<file path="config.mk">
export PLATFORM = sky130hd
export DESIGN_NAME = gc_content_window_screen
export DESIGN_NICKNAME = d
export VERILOG_FILES = /design/src/rtl/core/gcws_pkg.sv /design/src/rtl/core/gc_content_window_screen.sv /design/src/rtl/core/gcws_ram.sv /design/src/rtl/core/gcws_rem.sv
export SDC_FILE = /design/constraint.sdc
export NUM_CORES = 2
export LEC_CHECK = 0
export ABC_AREA = 1
export BUFFER_PORTS_ARGS = -buffer_cell sky130_fd_sc_hd__buf_2
export CAP_MARGIN = 20
export CORE_MARGIN = 10
export CORE_UTILIZATION = 35
export CTS_BUF_LIST = sky130_fd_sc_hd__clkbuf_8
export CTS_CLUSTER_SIZE = 10
export DETAILED_ROUTE_END_ITERATION = 10
export SLEW_MARGIN = 20
export SYNTH_ARGS = -nofsm -noshare
export SYNTH_HDL_FRONTEND = slang
export SYNTH_HIERARCHICAL = 1
export SYNTH_SLANG_ARGS = --single-unit
</file>
<file path="constraint.sdc">
create_clock -name clk_i -period 8.9 [get_ports clk_i]
set_input_delay 2.67 -clock clk_i [delete_from_list [all_inputs] [get_ports clk_i]]
set_output_delay 2.67 -clock clk_i [all_outputs]
set_load 0.005 [all_outputs]
</file>
<file path="src/rtl/core/gcws_pkg.sv">
package gcws_pkg;

  localparam int unsigned MaxWindow  = 256;
  localparam int unsigned MaxSeqLen  = 65536;

  localparam int unsigned BaseW      = 8;
  localparam int unsigned PctW       = 7;
  localparam int unsigned WinW       = $clog2(MaxWindow + 1);
  localparam int unsigned IdxW       = $clog2(MaxWindow);
  localparam int unsigned PosW       = $clog2(MaxSeqLen + 2);
  localparam int unsigned CountW     = 9;
  localparam int unsigned StartW     = 16;
  localparam int unsigned StatusW    = 2;
  localparam int unsigned CfgIdxW    = 2;
  localparam int unsigned CfgDataW   = 9;
  localparam int unsigned ProdW      = PctW + WinW;
  localparam int unsigned OutDataW   = 32;

  // x / 100 as (x * Recip100) >> DivShift, exact for x below 43690
  localparam int unsigned DivShift   = 21;
  localparam int unsigned RecipW     = 15;
  localparam logic [RecipW-1:0] Recip100 = RecipW'(20972);
  localparam logic [PctW-1:0]   PctFull  = PctW'(100);

  localparam logic [BaseW-1:0] BaseG = 8'h47;
  localparam logic [BaseW-1:0] BaseC = 8'h43;

  localparam logic [WinW-1:0]   WinMax   = WinW'(MaxWindow);
  localparam logic [PosW-1:0]   PosLimit = PosW'(MaxSeqLen);
  localparam logic [PosW-1:0]   PosOver  = PosW'(MaxSeqLen + 1);
  localparam logic [CountW-1:0] CountMax = '1;

  localparam logic [PctW-1:0] GcMinReset  = PctW'(0);
  localparam logic [PctW-1:0] GcMaxReset  = PctW'(100);
  localparam logic [WinW-1:0] WinReset    = WinW'(20);

  typedef enum logic [CfgIdxW-1:0] {
    CfgGcMin   = 2'd0,
    CfgGcMax   = 2'd1,
    CfgWinSize = 2'd2
  } cfg_idx_e;

  typedef enum logic [StatusW-1:0] {
    StPass    = 2'd0,
    StFail    = 2'd1,
    StShort   = 2'd2,
    StTooLong = 2'd3
  } status_e;

  typedef struct packed {
    logic busy;
    logic done;
  } rem_stat_t;

endpackage

</file>
<file path="src/rtl/core/gc_content_window_screen.sv">
// Channel   Dir  Signals                        Payload
// s_axis    in   tvalid/tready/tdata/tlast      tdata[7:0] base, tlast last_base
// m_axis    out  tvalid/tready/tdata            tdata[1:0] status, [17:2] win_start,
//                                               [26:18] gc_total, [31:27] zero
// cfg       in   cfg_we_i/cfg_idx_i/cfg_data_i  0 min G/C percent, 1 max G/C percent,
//                                               2 window length
//
// One request per cycle unless input is held; a result reaches the output register through the
// issue stage after its last character is accepted. The mark ring is a 1-bit RAM read on accept;
// the count is updated and the mark written back from the issue stage, with the last write
// forwarded. A config write holds input through the write, the remainder start, the remainder
// steps for the ring index (position mod window) and its load. Reset clears all sequence state,
// not the ring. Input also stalls while a last character waits on an unread previous result.
module gc_content_window_screen (
  input  logic                            clk_i,
  input  logic                            rst_ni,

  input  logic                            s_axis_tvalid,
  output logic                            s_axis_tready,
  input  logic [gcws_pkg::BaseW-1:0]      s_axis_tdata,   // [7:0] base
  input  logic                            s_axis_tlast,   // last_base

  output logic                            m_axis_tvalid,
  input  logic                            m_axis_tready,
  output logic [gcws_pkg::OutDataW-1:0]   m_axis_tdata,   // [1:0] status, [17:2] win_start,
                                                          // [26:18] gc_total

  input  logic                            cfg_we_i,
  input  logic [gcws_pkg::CfgIdxW-1:0]    cfg_idx_i,
  input  logic [gcws_pkg::CfgDataW-1:0]   cfg_data_i
);

  localparam int unsigned MulW = gcws_pkg::ProdW + gcws_pkg::RecipW;

  // configuration
  logic [gcws_pkg::PctW-1:0] min_pct_q, max_pct_q;
  logic [gcws_pkg::WinW-1:0] win_q;
  logic                      start_q;

  always_ff @(posedge clk_i or negedge rst_ni) begin
    if (!rst_ni) begin
      min_pct_q <= gcws_pkg::GcMinReset;
      max_pct_q <= gcws_pkg::GcMaxReset;
      win_q     <= gcws_pkg::WinReset;
      start_q   <= 1'b0;
    end else begin
      start_q <= cfg_we_i;
      if (cfg_we_i) begin
        unique case (cfg_idx_i)
          gcws_pkg::CfgGcMin:   min_pct_q <= cfg_data_i[gcws_pkg::PctW-1:0];
          gcws_pkg::CfgGcMax:   max_pct_q <= cfg_data_i[gcws_pkg::PctW-1:0];
          gcws_pkg::CfgWinSize: win_q     <= cfg_data_i[gcws_pkg::WinW-1:0];
          default: ;
        endcase
      end
    end
  end

  logic [gcws_pkg::WinW-1:0] w_eff;
  logic [gcws_pkg::PctW-1:0] min_eff, max_eff;

  always_comb begin
    if (win_q == '0) begin
      w_eff = gcws_pkg::WinW'(1);
    end else if (win_q > gcws_pkg::WinMax) begin
      w_eff = gcws_pkg::WinMax;
    end else begin
      w_eff = win_q;
    end
    min_eff = (min_pct_q > gcws_pkg::PctFull) ? gcws_pkg::PctFull : min_pct_q;
    max_eff = (max_pct_q > gcws_pkg::PctFull) ? gcws_pkg::PctFull : max_pct_q;
  end

  // window bounds: percent * W, then divide by 100 via reciprocal
  logic [gcws_pkg::ProdW-1:0] lo_prod_q, hi_prod_q;
  logic [MulW-1:0]            lo_mul, hi_mul;
  logic [gcws_pkg::WinW-1:0]  lo_q, hi_q;

  assign lo_mul = MulW'(lo_prod_q) * MulW'(gcws_pkg::Recip100);
  assign hi_mul = MulW'(hi_prod_q) * MulW'(gcws_pkg::Recip100);

  always_ff @(posedge clk_i) begin
    lo_prod_q <= gcws_pkg::ProdW'(min_eff) * gcws_pkg::ProdW'(w_eff);
    hi_prod_q <= gcws_pkg::ProdW'(max_eff) * gcws_pkg::ProdW'(w_eff);
    lo_q      <= gcws_pkg::WinW'(lo_mul >> gcws_pkg::DivShift);
    hi_q      <= gcws_pkg::WinW'(hi_mul >> gcws_pkg::DivShift);
  end

  // sequence state
  logic [gcws_pkg::PosW-1:0]   pos_q, pos_d;
  logic [gcws_pkg::CountW-1:0] count_q, count_d;
  logic                        failed_q, failed_d;
  logic [gcws_pkg::StartW-1:0] fstart_q, fstart_d;
  logic [gcws_pkg::CountW-1:0] fcount_q, fcount_d;

  // ring index recompute after config writes
  gcws_pkg::rem_stat_t       rem_stat;
  logic [gcws_pkg::IdxW-1:0] rem_idx;

  gcws_rem u_rem (
    .clk_i,
    .rst_ni,
    .start_i    (start_q),
    .dividend_i (pos_q),
    .divisor_i  (w_eff),
    .stat_o     (rem_stat),
    .rem_o      (rem_idx)
  );

  // hold input until the recomputed ring index is loaded
  logic busy;
  assign busy = cfg_we_i | start_q | rem_stat.busy | rem_stat.done;

  // issue stage
  logic                      s1_valid_q, s1_last_q, s1_mark_q;
  logic [gcws_pkg::IdxW-1:0] s1_idx_q;
  logic [gcws_pkg::IdxW-1:0] idx_q;
  logic [gcws_pkg::WinW-1:0] idx_inc;
  logic                      stall, accept, s1_go;
  logic                      out_valid_q;

  assign stall         = s1_valid_q & s1_last_q & out_valid_q & ~m_axis_tready;
  assign s_axis_tready = ~stall & ~busy;
  assign accept        = s_axis_tvalid & s_axis_tready;
  assign s1_go         = s1_valid_q & ~stall;
  assign idx_inc       = gcws_pkg::WinW'(idx_q) + gcws_pkg::WinW'(1);

  always_ff @(posedge clk_i or negedge rst_ni) begin
    if (!rst_ni) begin
      idx_q      <= '0;
      s1_valid_q <= 1'b0;
    end else begin
      if (rem_stat.done) begin
        idx_q <= rem_idx;
      end else if (accept) begin
        if (s_axis_tlast || idx_inc >= w_eff) begin
          idx_q <= '0;
        end else begin
          idx_q <= gcws_pkg::IdxW'(idx_inc);
        end
      end
      if (accept) begin
        s1_valid_q <= 1'b1;
      end else if (s1_go) begin
        s1_valid_q <= 1'b0;
      end
    end
  end

  always_ff @(posedge clk_i) begin
    if (accept) begin
      s1_last_q <= s_axis_tlast;
      s1_mark_q <= (s_axis_tdata == gcws_pkg::BaseG) || (s_axis_tdata == gcws_pkg::BaseC);
      s1_idx_q  <= idx_q;
    end
  end

  // mark ring
  logic                      ram_we;
  logic [0:0]                ram_rdata;
  logic                      fwd_valid_q, fwd_mark_q;
  logic [gcws_pkg::IdxW-1:0] fwd_idx_q;
  logic                      old_mark;

  gcws_ram #(
    .Width (1),
    .Depth (gcws_pkg::MaxWindow)
  ) u_ring (
    .clk_i,
    .we_i    (ram_we),
    .waddr_i (s1_idx_q),
    .wdata_i (s1_mark_q),
    .re_i    (accept),
    .raddr_i (idx_q),
    .rdata_o (ram_rdata)
  );

  assign old_mark = (fwd_valid_q && fwd_idx_q == s1_idx_q) ? fwd_mark_q : ram_rdata[0];

  always_ff @(posedge clk_i or negedge rst_ni) begin
    if (!rst_ni) begin
      fwd_valid_q <= 1'b0;
    end else if (ram_we) begin
      fwd_valid_q <= 1'b1;
    end
  end

  always_ff @(posedge clk_i) begin
    if (ram_we) begin
      fwd_idx_q  <= s1_idx_q;
      fwd_mark_q <= s1_mark_q;
    end
  end

  // update stage
  logic [gcws_pkg::PosW-1:0]   w_pos;
  logic [gcws_pkg::CountW-1:0] cnt_dec;
  logic [gcws_pkg::StatusW-1:0] res_status;
  logic [gcws_pkg::StartW-1:0]  res_start;
  logic [gcws_pkg::CountW-1:0]  res_count;

  assign w_pos = gcws_pkg::PosW'(w_eff);

  always_comb begin
    pos_d    = pos_q;
    count_d  = count_q;
    failed_d = failed_q;
    fstart_d = fstart_q;
    fcount_d = fcount_q;
    ram_we   = 1'b0;
    cnt_dec  = count_q;
    if (s1_go) begin
      if (pos_q < gcws_pkg::PosLimit) begin
        if (pos_q >= w_pos && old_mark && count_q != '0) begin
          cnt_dec = count_q - gcws_pkg::CountW'(1);
        end
        if (s1_mark_q && cnt_dec != gcws_pkg::CountMax) begin
          count_d = cnt_dec + gcws_pkg::CountW'(1);
        end else begin
          count_d = cnt_dec;
        end
        ram_we = 1'b1;
        pos_d  = pos_q + gcws_pkg::PosW'(1);
        if (pos_d >= w_pos && !failed_q) begin
          if (gcws_pkg::WinW'(count_d) < lo_q || gcws_pkg::WinW'(count_d) > hi_q) begin
            failed_d = 1'b1;
            fstart_d = gcws_pkg::StartW'(pos_d - w_pos);
            fcount_d = count_d;
          end
        end
      end else begin
        pos_d = gcws_pkg::PosOver;
      end
    end
  end

  always_comb begin
    if (pos_d > gcws_pkg::PosLimit) begin
      res_status = gcws_pkg::StTooLong;
      res_start  = '0;
      res_count  = '0;
    end else if (pos_d < w_pos) begin
      res_status = gcws_pkg::StShort;
      res_start  = '0;
      res_count  = '0;
    end else if (failed_d) begin
      res_status = gcws_pkg::StFail;
      res_start  = fstart_d;
      res_count  = fcount_d;
    end else begin
      res_status = gcws_pkg::StPass;
      res_start  = gcws_pkg::StartW'(pos_d - w_pos);
      res_count  = count_d;
    end
  end

  always_ff @(posedge clk_i or negedge rst_ni) begin
    if (!rst_ni) begin
      pos_q    <= '0;
      count_q  <= '0;
      failed_q <= 1'b0;
      fstart_q <= '0;
      fcount_q <= '0;
    end else if (s1_go && s1_last_q) begin
      // end of sequence: start over
      pos_q    <= '0;
      count_q  <= '0;
      failed_q <= 1'b0;
      fstart_q <= '0;
      fcount_q <= '0;
    end else begin
      pos_q    <= pos_d;
      count_q  <= count_d;
      failed_q <= failed_d;
      fstart_q <= fstart_d;
      fcount_q <= fcount_d;
    end
  end

  // output register
  logic [gcws_pkg::StatusW-1:0] out_status_q;
  logic [gcws_pkg::StartW-1:0]  out_start_q;
  logic [gcws_pkg::CountW-1:0]  out_count_q;
  logic                         out_load;

  assign out_load = s1_go & s1_last_q;

  always_ff @(posedge clk_i or negedge rst_ni) begin
    if (!rst_ni) begin
      out_valid_q <= 1'b0;
    end else if (out_load) begin
      out_valid_q <= 1'b1;
    end else if (m_axis_tready) begin
      out_valid_q <= 1'b0;
    end
  end

  always_ff @(posedge clk_i) begin
    if (out_load) begin
      out_status_q <= res_status;
      out_start_q  <= res_start;
      out_count_q  <= res_count;
    end
  end

  assign m_axis_tvalid = out_valid_q;
  assign m_axis_tdata  = gcws_pkg::OutDataW'({out_count_q, out_start_q, out_status_q});

endmodule

</file>
<file path="src/rtl/core/gcws_ram.sv">
module gcws_ram #(
  parameter int unsigned Width = 1,
  parameter int unsigned Depth = 256
) (
  input  logic                     clk_i,
  input  logic                     we_i,
  input  logic [$clog2(Depth)-1:0] waddr_i,
  input  logic [Width-1:0]         wdata_i,
  input  logic                     re_i,
  input  logic [$clog2(Depth)-1:0] raddr_i,
  output logic [Width-1:0]         rdata_o
);

  logic [Width-1:0] mem [Depth];

  always_ff @(posedge clk_i) begin
    if (we_i) begin
      mem[waddr_i] <= wdata_i;
    end
    if (re_i) begin
      rdata_o <= mem[raddr_i];
    end
  end

endmodule

</file>
<file path="src/rtl/core/gcws_rem.sv">
// Position modulo window size, one dividend bit per cycle (restoring).
module gcws_rem (
  input  logic                          clk_i,
  input  logic                          rst_ni,
  input  logic                          start_i,
  input  logic [gcws_pkg::PosW-1:0]     dividend_i,
  input  logic [gcws_pkg::WinW-1:0]     divisor_i,
  output gcws_pkg::rem_stat_t           stat_o,
  output logic [gcws_pkg::IdxW-1:0]     rem_o
);

  localparam int unsigned CntW = $clog2(gcws_pkg::PosW + 1);

  logic [CntW-1:0]           cnt_q, cnt_d;
  logic [gcws_pkg::PosW-1:0] sh_q, sh_d;
  logic [gcws_pkg::IdxW-1:0] rem_q, rem_d;
  logic                      done_q, done_d;
  logic [gcws_pkg::WinW-1:0] trial;

  always_comb begin
    cnt_d  = cnt_q;
    sh_d   = sh_q;
    rem_d  = rem_q;
    done_d = 1'b0;
    trial  = {rem_q, sh_q[gcws_pkg::PosW-1]};
    if (start_i) begin
      cnt_d = CntW'(gcws_pkg::PosW);
      sh_d  = dividend_i;
      rem_d = '0;
    end else if (cnt_q != '0) begin
      // shift in the next bit, subtract when it fits
      if (trial >= divisor_i) begin
        rem_d = gcws_pkg::IdxW'(trial - divisor_i);
      end else begin
        rem_d = gcws_pkg::IdxW'(trial);
      end
      sh_d   = {sh_q[gcws_pkg::PosW-2:0], 1'b0};
      cnt_d  = cnt_q - CntW'(1);
      done_d = (cnt_q == CntW'(1));
    end
  end

  always_ff @(posedge clk_i or negedge rst_ni) begin
    if (!rst_ni) begin
      cnt_q  <= '0;
      done_q <= 1'b0;
    end else begin
      cnt_q  <= cnt_d;
      done_q <= done_d;
    end
  end

  always_ff @(posedge clk_i) begin
    sh_q  <= sh_d;
    rem_q <= rem_d;
  end

  assign stat_o.busy = (cnt_q != '0);
  assign stat_o.done = done_q;
  assign rem_o       = rem_q;

endmodule

</file>
== Word-level counts from Yosys, hierarchy flattened ==
Memories as Yosys holds them, arrays and structs flattened. A register that Yosys moved wholly into a read port is not among the register bits.
Index checks and enable logic that the tools add are counted.

* Input port bits: 25
* Memories kept: 1
* Logic and storage cells: 151
* RAM bits: 256
* Flip-flop bits (word level): 214

* Reductions and logical operators: 22
* Add/sub/neg operators: 8
* Bitwise operators: 13
* Eq/ne operators: 7
* Muxes and demuxes: 54
* Magnitude comparators: 12
* $mul: 4

{| class="wikitable"
|+ Memory list
! memory !! words !! bits a word !! rd ports !! clocked after memory_dff !! write ports !! RTL line !! text
|-
| u_ring.mem || 256 || 1 || 1 || 1 || 1 || gcws_ram.sv:14 || <nowiki>logic [Width-1:0] mem [Depth];</nowiki>
|}

{| class="wikitable"
|+ Operators by type and width
! kind !! number
|-
| $mux W9 || 17
|-
| $mux W16 || 6
|-
| $mux W17 || 5
|-
| $mul A16 B13 Y28 const B || 2
|-
| $ge A17 B9 Y1 || 2
|-
| $mul A7 B9 Y16 || 2
|-
| $mux W8 || 4
|-
| $sub A16 B9 Y16 || 2
|-
| $ge A9 B9 Y1 || 2
|-
| $mux W1 || 18
|-
| $add A17 B1 Y17 const B || 1
|-
| $gt A17 B17 Y1 const B || 1
|-
| $lt A17 B17 Y1 const B || 1
|-
| $lt A17 B9 Y1 || 1
|-
| $eq A8 B7 Y1 const B || 2
|-
| $gt A7 B7 Y1 const B || 2
|-
| $mux W7 || 2
|-
| $mux W5 || 2
|-
| $add A8 B1 Y9 const B || 1
|-
| $add A9 B1 Y9 const B || 1
|-
| $gt A9 B9 Y1 || 1
|-
| $gt A9 B9 Y1 const B || 1
|-
| $logic_not A9 Y1 || 1
|-
| $lt A9 B9 Y1 || 1
|-
| other kinds (20) || 42
|}

== Depth between registers and ports, before layout ==
* Depth in word-level cells: 22
* Gate-level depth with buffers: 43
* Mapped depth without buffers: 41

== Modules after synthesis ==
The synthesis kept the hierarchy.

{| class="wikitable"
|+ By module, submodules not included
! module !! area an instance (um2) !! instances !! cells each
|-
| gc_content_window_screen || 21267.9 || 1 || 2531
|-
| gcws_ram || 11727.5 || 1 || 1184
|-
| gcws_rem || 1968.1 || 1 || 250
|}

== Worst setup path before layout ==
Ideal clock, no wire load.

* Kind: reg-to-reg
* Start point: reg s1_mark_q
* End point: reg out_count_q[5] (netlist name) (data pin)
* Setup time: 0.252 ns
* Cell stages (with the launch flop): 23
* Arrival: 5.861 ns
* Required time: 8.648 ns
* Path buffers: 1
* Slack: 2.787 ns
* Cells stage by stage: edfxtp_1 > inv_1 > nor2_1 > inv_1 > or2_2 > o21ai_0 > inv_1 > ha_1 > nand2_1 > nor2_1 > a211oi_1 > o21ai_0 > nand3_1 > nand2_1 > a21oi_1 > nor2_1 > o21ai_0 > nand2_2 > clkbuf_1 > nand4_1 > nand2_1 > nand2_1 > nand2_1

* Cells in the longest elaborated chain, start to end: 11
* Elaborated cells between the ends (all ways): 18
* Classes of those cells: order compare (2); mux (14); reduce/logical (2)

{| class="wikitable"
|+ Ends and longest elaborated chain
! item !! RTL line !! text
|-
| from (decl) || gc_content_window_screen.sv:115 || <nowiki>logic s1_valid_q, s1_last_q, s1_mark_q;</nowiki>
|-
| from (signal assigned) || gc_content_window_screen.sv:153 || <nowiki>s1_mark_q <= (s_axis_tdata == gcws_pkg::BaseG) || (s_axis_tdata == gcws_pkg::BaseC);</nowiki>
|-
| $logic_and A1 B1 Y1 * || gc_content_window_screen.sv:217 || <nowiki>if (s1_mark_q && cnt_dec != gcws_pkg::CountMax) begin</nowiki>
|-
| $mux W9 * || gc_content_window_screen.sv:217 ||
|-
| $mux W9 * || gc_content_window_screen.sv:213 || <nowiki>if (pos_q < gcws_pkg::PosLimit) begin</nowiki>
|-
| $mux W9 * || gc_content_window_screen.sv:212 || <nowiki>if (s1_go) begin</nowiki>
|-
| $lt A9 B9 Y1 or $gt A9 B9 Y1 (tied branches) || gc_content_window_screen.sv:225 || <nowiki>if (gcws_pkg::WinW'(count_d) < lo_q || gcws_pkg::WinW'(count_d) > hi_q) begin</nowiki>
|-
| $logic_or A1 B1 Y1 || gc_content_window_screen.sv:225 ||
|-
| $mux W9 or $mux W1 (tied branches) || gc_content_window_screen.sv:225 ||
|-
| $mux W9 or $mux W1 (tied branches) || gc_content_window_screen.sv:224 || <nowiki>if (pos_d >= w_pos && !failed_q) begin</nowiki>
|-
| $mux W9 or $mux W1 (tied branches) || gc_content_window_screen.sv:213 ||
|-
| $mux W9 or $mux W1 (tied branches) || gc_content_window_screen.sv:212 ||
|-
| $mux W9 * || gc_content_window_screen.sv:246 || <nowiki>end else if (failed_d) begin</nowiki>
|-
| to (signal assigned) || gc_content_window_screen.sv:302 || <nowiki>out_count_q <= res_count;</nowiki>
|-
| to (decl) || gc_content_window_screen.sv:283 || <nowiki>logic [gcws_pkg::CountW-1:0] out_count_q;</nowiki>
|}

Mark *: on every way between the ends. The rest lies on a longest branch, timed or not. The select of a mux whose other input is x is not followed.
A chain may end at the register's enable or synchronous reset.

== Final worst setup path ==
* Start point: reg win_q[8] (netlist name)
* End point: reg out_count_q[1] (netlist name) (data pin)

* Cells in the longest elaborated chain, start to end: 21
* Elaborated cells between the ends (all ways): 34
* Classes of those cells: add/sub (1); order compare (6); eq/ne (1); mux (19); reduce/logical (7)

{| class="wikitable"
|+ Ends and longest elaborated chain
! item !! RTL line !! text
|-
| from (decl) || gc_content_window_screen.sv:37 || <nowiki>logic [gcws_pkg::WinW-1:0] win_q;</nowiki>
|-
| from (signal assigned) || gc_content_window_screen.sv:44 || <nowiki>win_q <= gcws_pkg::WinReset;</nowiki>
|-
| from (signal assigned) || gc_content_window_screen.sv:52 || <nowiki>gcws_pkg::CfgWinSize: win_q <= cfg_data_i[gcws_pkg::WinW-1:0];</nowiki>
|-
| $gt A9 B9 Y1 || gc_content_window_screen.sv:65 || <nowiki>end else if (win_q > gcws_pkg::WinMax) begin</nowiki>
|-
| $mux W9 || gc_content_window_screen.sv:65 ||
|-
| $mux W9 * || gc_content_window_screen.sv:63 || <nowiki>if (win_q == '0) begin</nowiki>
|-
| parallel branches: the longest is 18 deep, another holds $ge A17 B9 Y1 || -- ||
|}

Mark *: on every way between the ends. The select of a mux whose other input is x is not followed.

==> results.md <==
* Latest clock arrival within the worst-skew pair at 0.70 ns
* Largest stage delay, worst path at 0.45 ns
* Mean Syn Cell Area at 8.82 µm²
* Final Hold Viols at 0
* Asr flop ratio synth at 19.7%
* Fmax at 0.138 GHz
* Largest cells by area after synthesis: edfxtp_1, fa_1, ha_1
* WHS at 0.480 ns
* Final Util at 38.4%
* All-Layer GR Usage at 15.1%
* CP top delay family: simple AND/OR/NAND/NOR gates
* RD Place Congestion at 0.844
* CTS tree: yes
* Critical Path RT at 9.33 ns
* Max cap viols at 0
* Hold depth at 1
* Synthesized cell area at 35000 µm²
* Synth-to-layout area growth at 8.36%
* CP dominant cell by count: nand2_1
* WL final at 85400 µm
* Core ar. at 98700 µm²
* Row cnt at 115
* DR pass1 iterations at 6
* Die Span Y at 336 µm
* Largest net degree at the start of global routing at 116
* DRT antenna net count at 0
* Worst path arrival time at 7.70 ns
* Post-synth EDFFs at 320
* H-tree Lvls at 3
* Tcrit/Tclk final at 81.7%
* Worst setup SP type: flip-flop
* Ports at 59
* CTS clk-pin slew, worst paths at 0.06 ns
* Vias per std cell at 4.86
* Endpoints failing setup at 0
* Wire per inst at 16.0 µm
* R2R depth at 37
* Total number of vias at 26.0k
* Placed inst area at 36400 µm²
* Reg2Reg Setup Slack at 1.63 ns
* Clock Tree Buf Depth at 3
* Hold_buf cts at 0
* Synthesized instance count at 3965
* Nets at 4591
* Vias in the first global route at 25.9k
* Worst-Margin Slew at 1.16 ns
* Drt drc at 0
* Total die area at 113000 µm²
* CP Capture Type: flip-flop
* Worst min-delay path class: flip-flop to flip-flop
* YS warnings at 6
* Port bufs at 52
* Clk sinks at 471
* Pins Over Slew Limit at 0
* Initial Util at 35.4%
* Global route overflow at 0
* Dominant synthesized flop cell: edfxtp_1
* Area leader, netlist: edfxtp_1
* Sequential share of the synthesized area at 37.5%
* Hold_sp: u_rem/cnt_q[4]
* Final Critical Period at 7.27 ns
* Final instance area at 37900 µm²
* CP Class: flip-flop to flip-flop
* First-pass GRT wire length at 138000 µm
* Setup TNS at 0 ns
* Min-Delay Endpoint: u_rem/cnt_q[4]
* Fraction of layout cells with a size suffix above 1 at 5.92%
* Initial antenna violation count at 2
* DPL Wire Length at 59500 µm
* Clk_skew at 0.0364 ns
* RSZ-0062 raised after global routing: no
* Top cell type's share of synthesized area at 27.5%
* Critical R2R Capture: out_count_q[1]
* Clk root buf: clkbuf_8
* 1st-iter DRT viols at 1749
* Max FO, Critical Path at 21
* # Post-CTS Setup Buffers at 0
* Resize count post-CTS at 0
* Buf/Inv on CP at 8
* Die X at 336 µm
* Slew HR at 22.6%
* Slowest CP cell: a2111oi_0
* Reg-to-reg startpoint: win_q[8]
* Library cells used by synthesis at 57
* CTS buffer count at 76
* Synth Register Bits at 471
* Outcome: complete, no violations
* Fill cell count at 10.0k
worst register-to-register path: cells and delay by family (launching register included):
kind	cells	cell delay [ns]
compound gates	3	0.85
fa+ha+maj	3	0.80
buf+inv	8	1.69
flops	1	0.35
simple gates	23	3.36
cells in the mapped netlist, types with 58 or more instances:
master    count
ha_1        343
clkbuf_1     71
dfrtp_1      88
dfxtp_1      58
inv_1       608
o21ai_0      78
nand3_1     336
a21oi_1     122
fa_1        219
xor2_1       90
nand2_1     897
edfxtp_1    320
nor2_1      423
metal layers:
metal  part of all wire, %  track usage (%)  vias up  wire [µm]
met5                     0                0        -          0
met1                    47             20.7    12500      39800
met2                    46             24.9      581      39500
met3                   5.2             2.11      112       4440
met4                   1.9             4.03        0       1620
li1                      -                -    12900          -
state kept, by name, indices dropped and copies added, names as in the netlist, 16 cells and up:
signal	count
u_ring/mem	256
pos_q	17
u_rem/sh_q	17
fstart_q	16
hi_prod_q	16
lo_prod_q	16
out_start_q	16
layout by cell type, fill, tap and decap left out, types with 7 or more instances in the layout:
master | Yosys | routed
nand2_2 | 8 | 8
nor3_1 | 29 | 29
nand4_1 | 55 | 55
nand3_1 | 336 | 335
o211ai_1 | 7 | 7
a211oi_1 | 8 | 8
xor2_1 | 90 | 90
nor2_1 | 423 | 422
ha_1 | 343 | 343
nand2_1 | 897 | 897
clkbuf_8 | 0 | 84
inv_1 | 608 | 628
o21ai_0 | 78 | 78
dfrtp_1 | 88 | 86
a31oi_1 | 9 | 9
a21oi_1 | 122 | 122
buf_2 | 16 | 51
fa_1 | 219 | 219
xnor2_1 | 14 | 14
edfxtp_1 | 320 | 320
nand3b_1 | 11 | 11
buf_4 | 16 | 37
a21o_1 | 10 | 10
dfxtp_1 | 58 | 58
clkinv_2 | 0 | 8
clkinv_1 | 4 | 28
o21bai_1 | 10 | 10
area by class of cell:
class	count	area, µm²	share of cell area (%)
clock buffer	84	1160	3.05
timing repair buffer	90	556	1.47
antenna	1	2.50	0.00661
inverter	619	2330	6.14
multi-input combinational	2746	18800	49.6
clock inverter	58	324	0.855
sequential	471	13100	34.6
tap	1287	1610	4.25
worst max-delay path by stage:
stage                          from         endpoint  slack [ns]  cells after the start
final                      win_q[8]   out_count_q[1]        1.63                     37
after floorplan           s1_mark_q   out_count_q[5]        2.79                     22
after CTS                  win_q[8]   out_start_q[3]        1.45                     36
after global routing       win_q[8]  out_start_q[10]        0.89                     38
after detailed placement   win_q[8]   out_start_q[7]        1.49                     37
after global placement     win_q[8]   out_start_q[3]        1.61                     36
stage by stage:
step	setup WS (ns)	cells
2_1_floorplan	2.79	3969
3_3_place_gp	1.61	5210
3_5_place_dp	1.49	5212
4_1_cts	1.45	5354
5_1_grt	0.885	5356
6_report	1.63	5356
cells by family (layout without fill, tap and decap cells):
group	count (synthesis)	count (layout)	synth area share, %
adders and majority gates	562	562	24.8
and+or+nand+nor	1796	1796	21.7
DFF	471	471	37.5
buffers and inverters	752	851	8.84
AOI/OAI and AO/OA	279	279	4.54
xor gates and xnor gates	104	104	2.61
other	1	6	0.0107
Power is left out: the tool's default activity adds up to more than one toggle a clock period on the data nets, which glitch-free logic cannot reach.
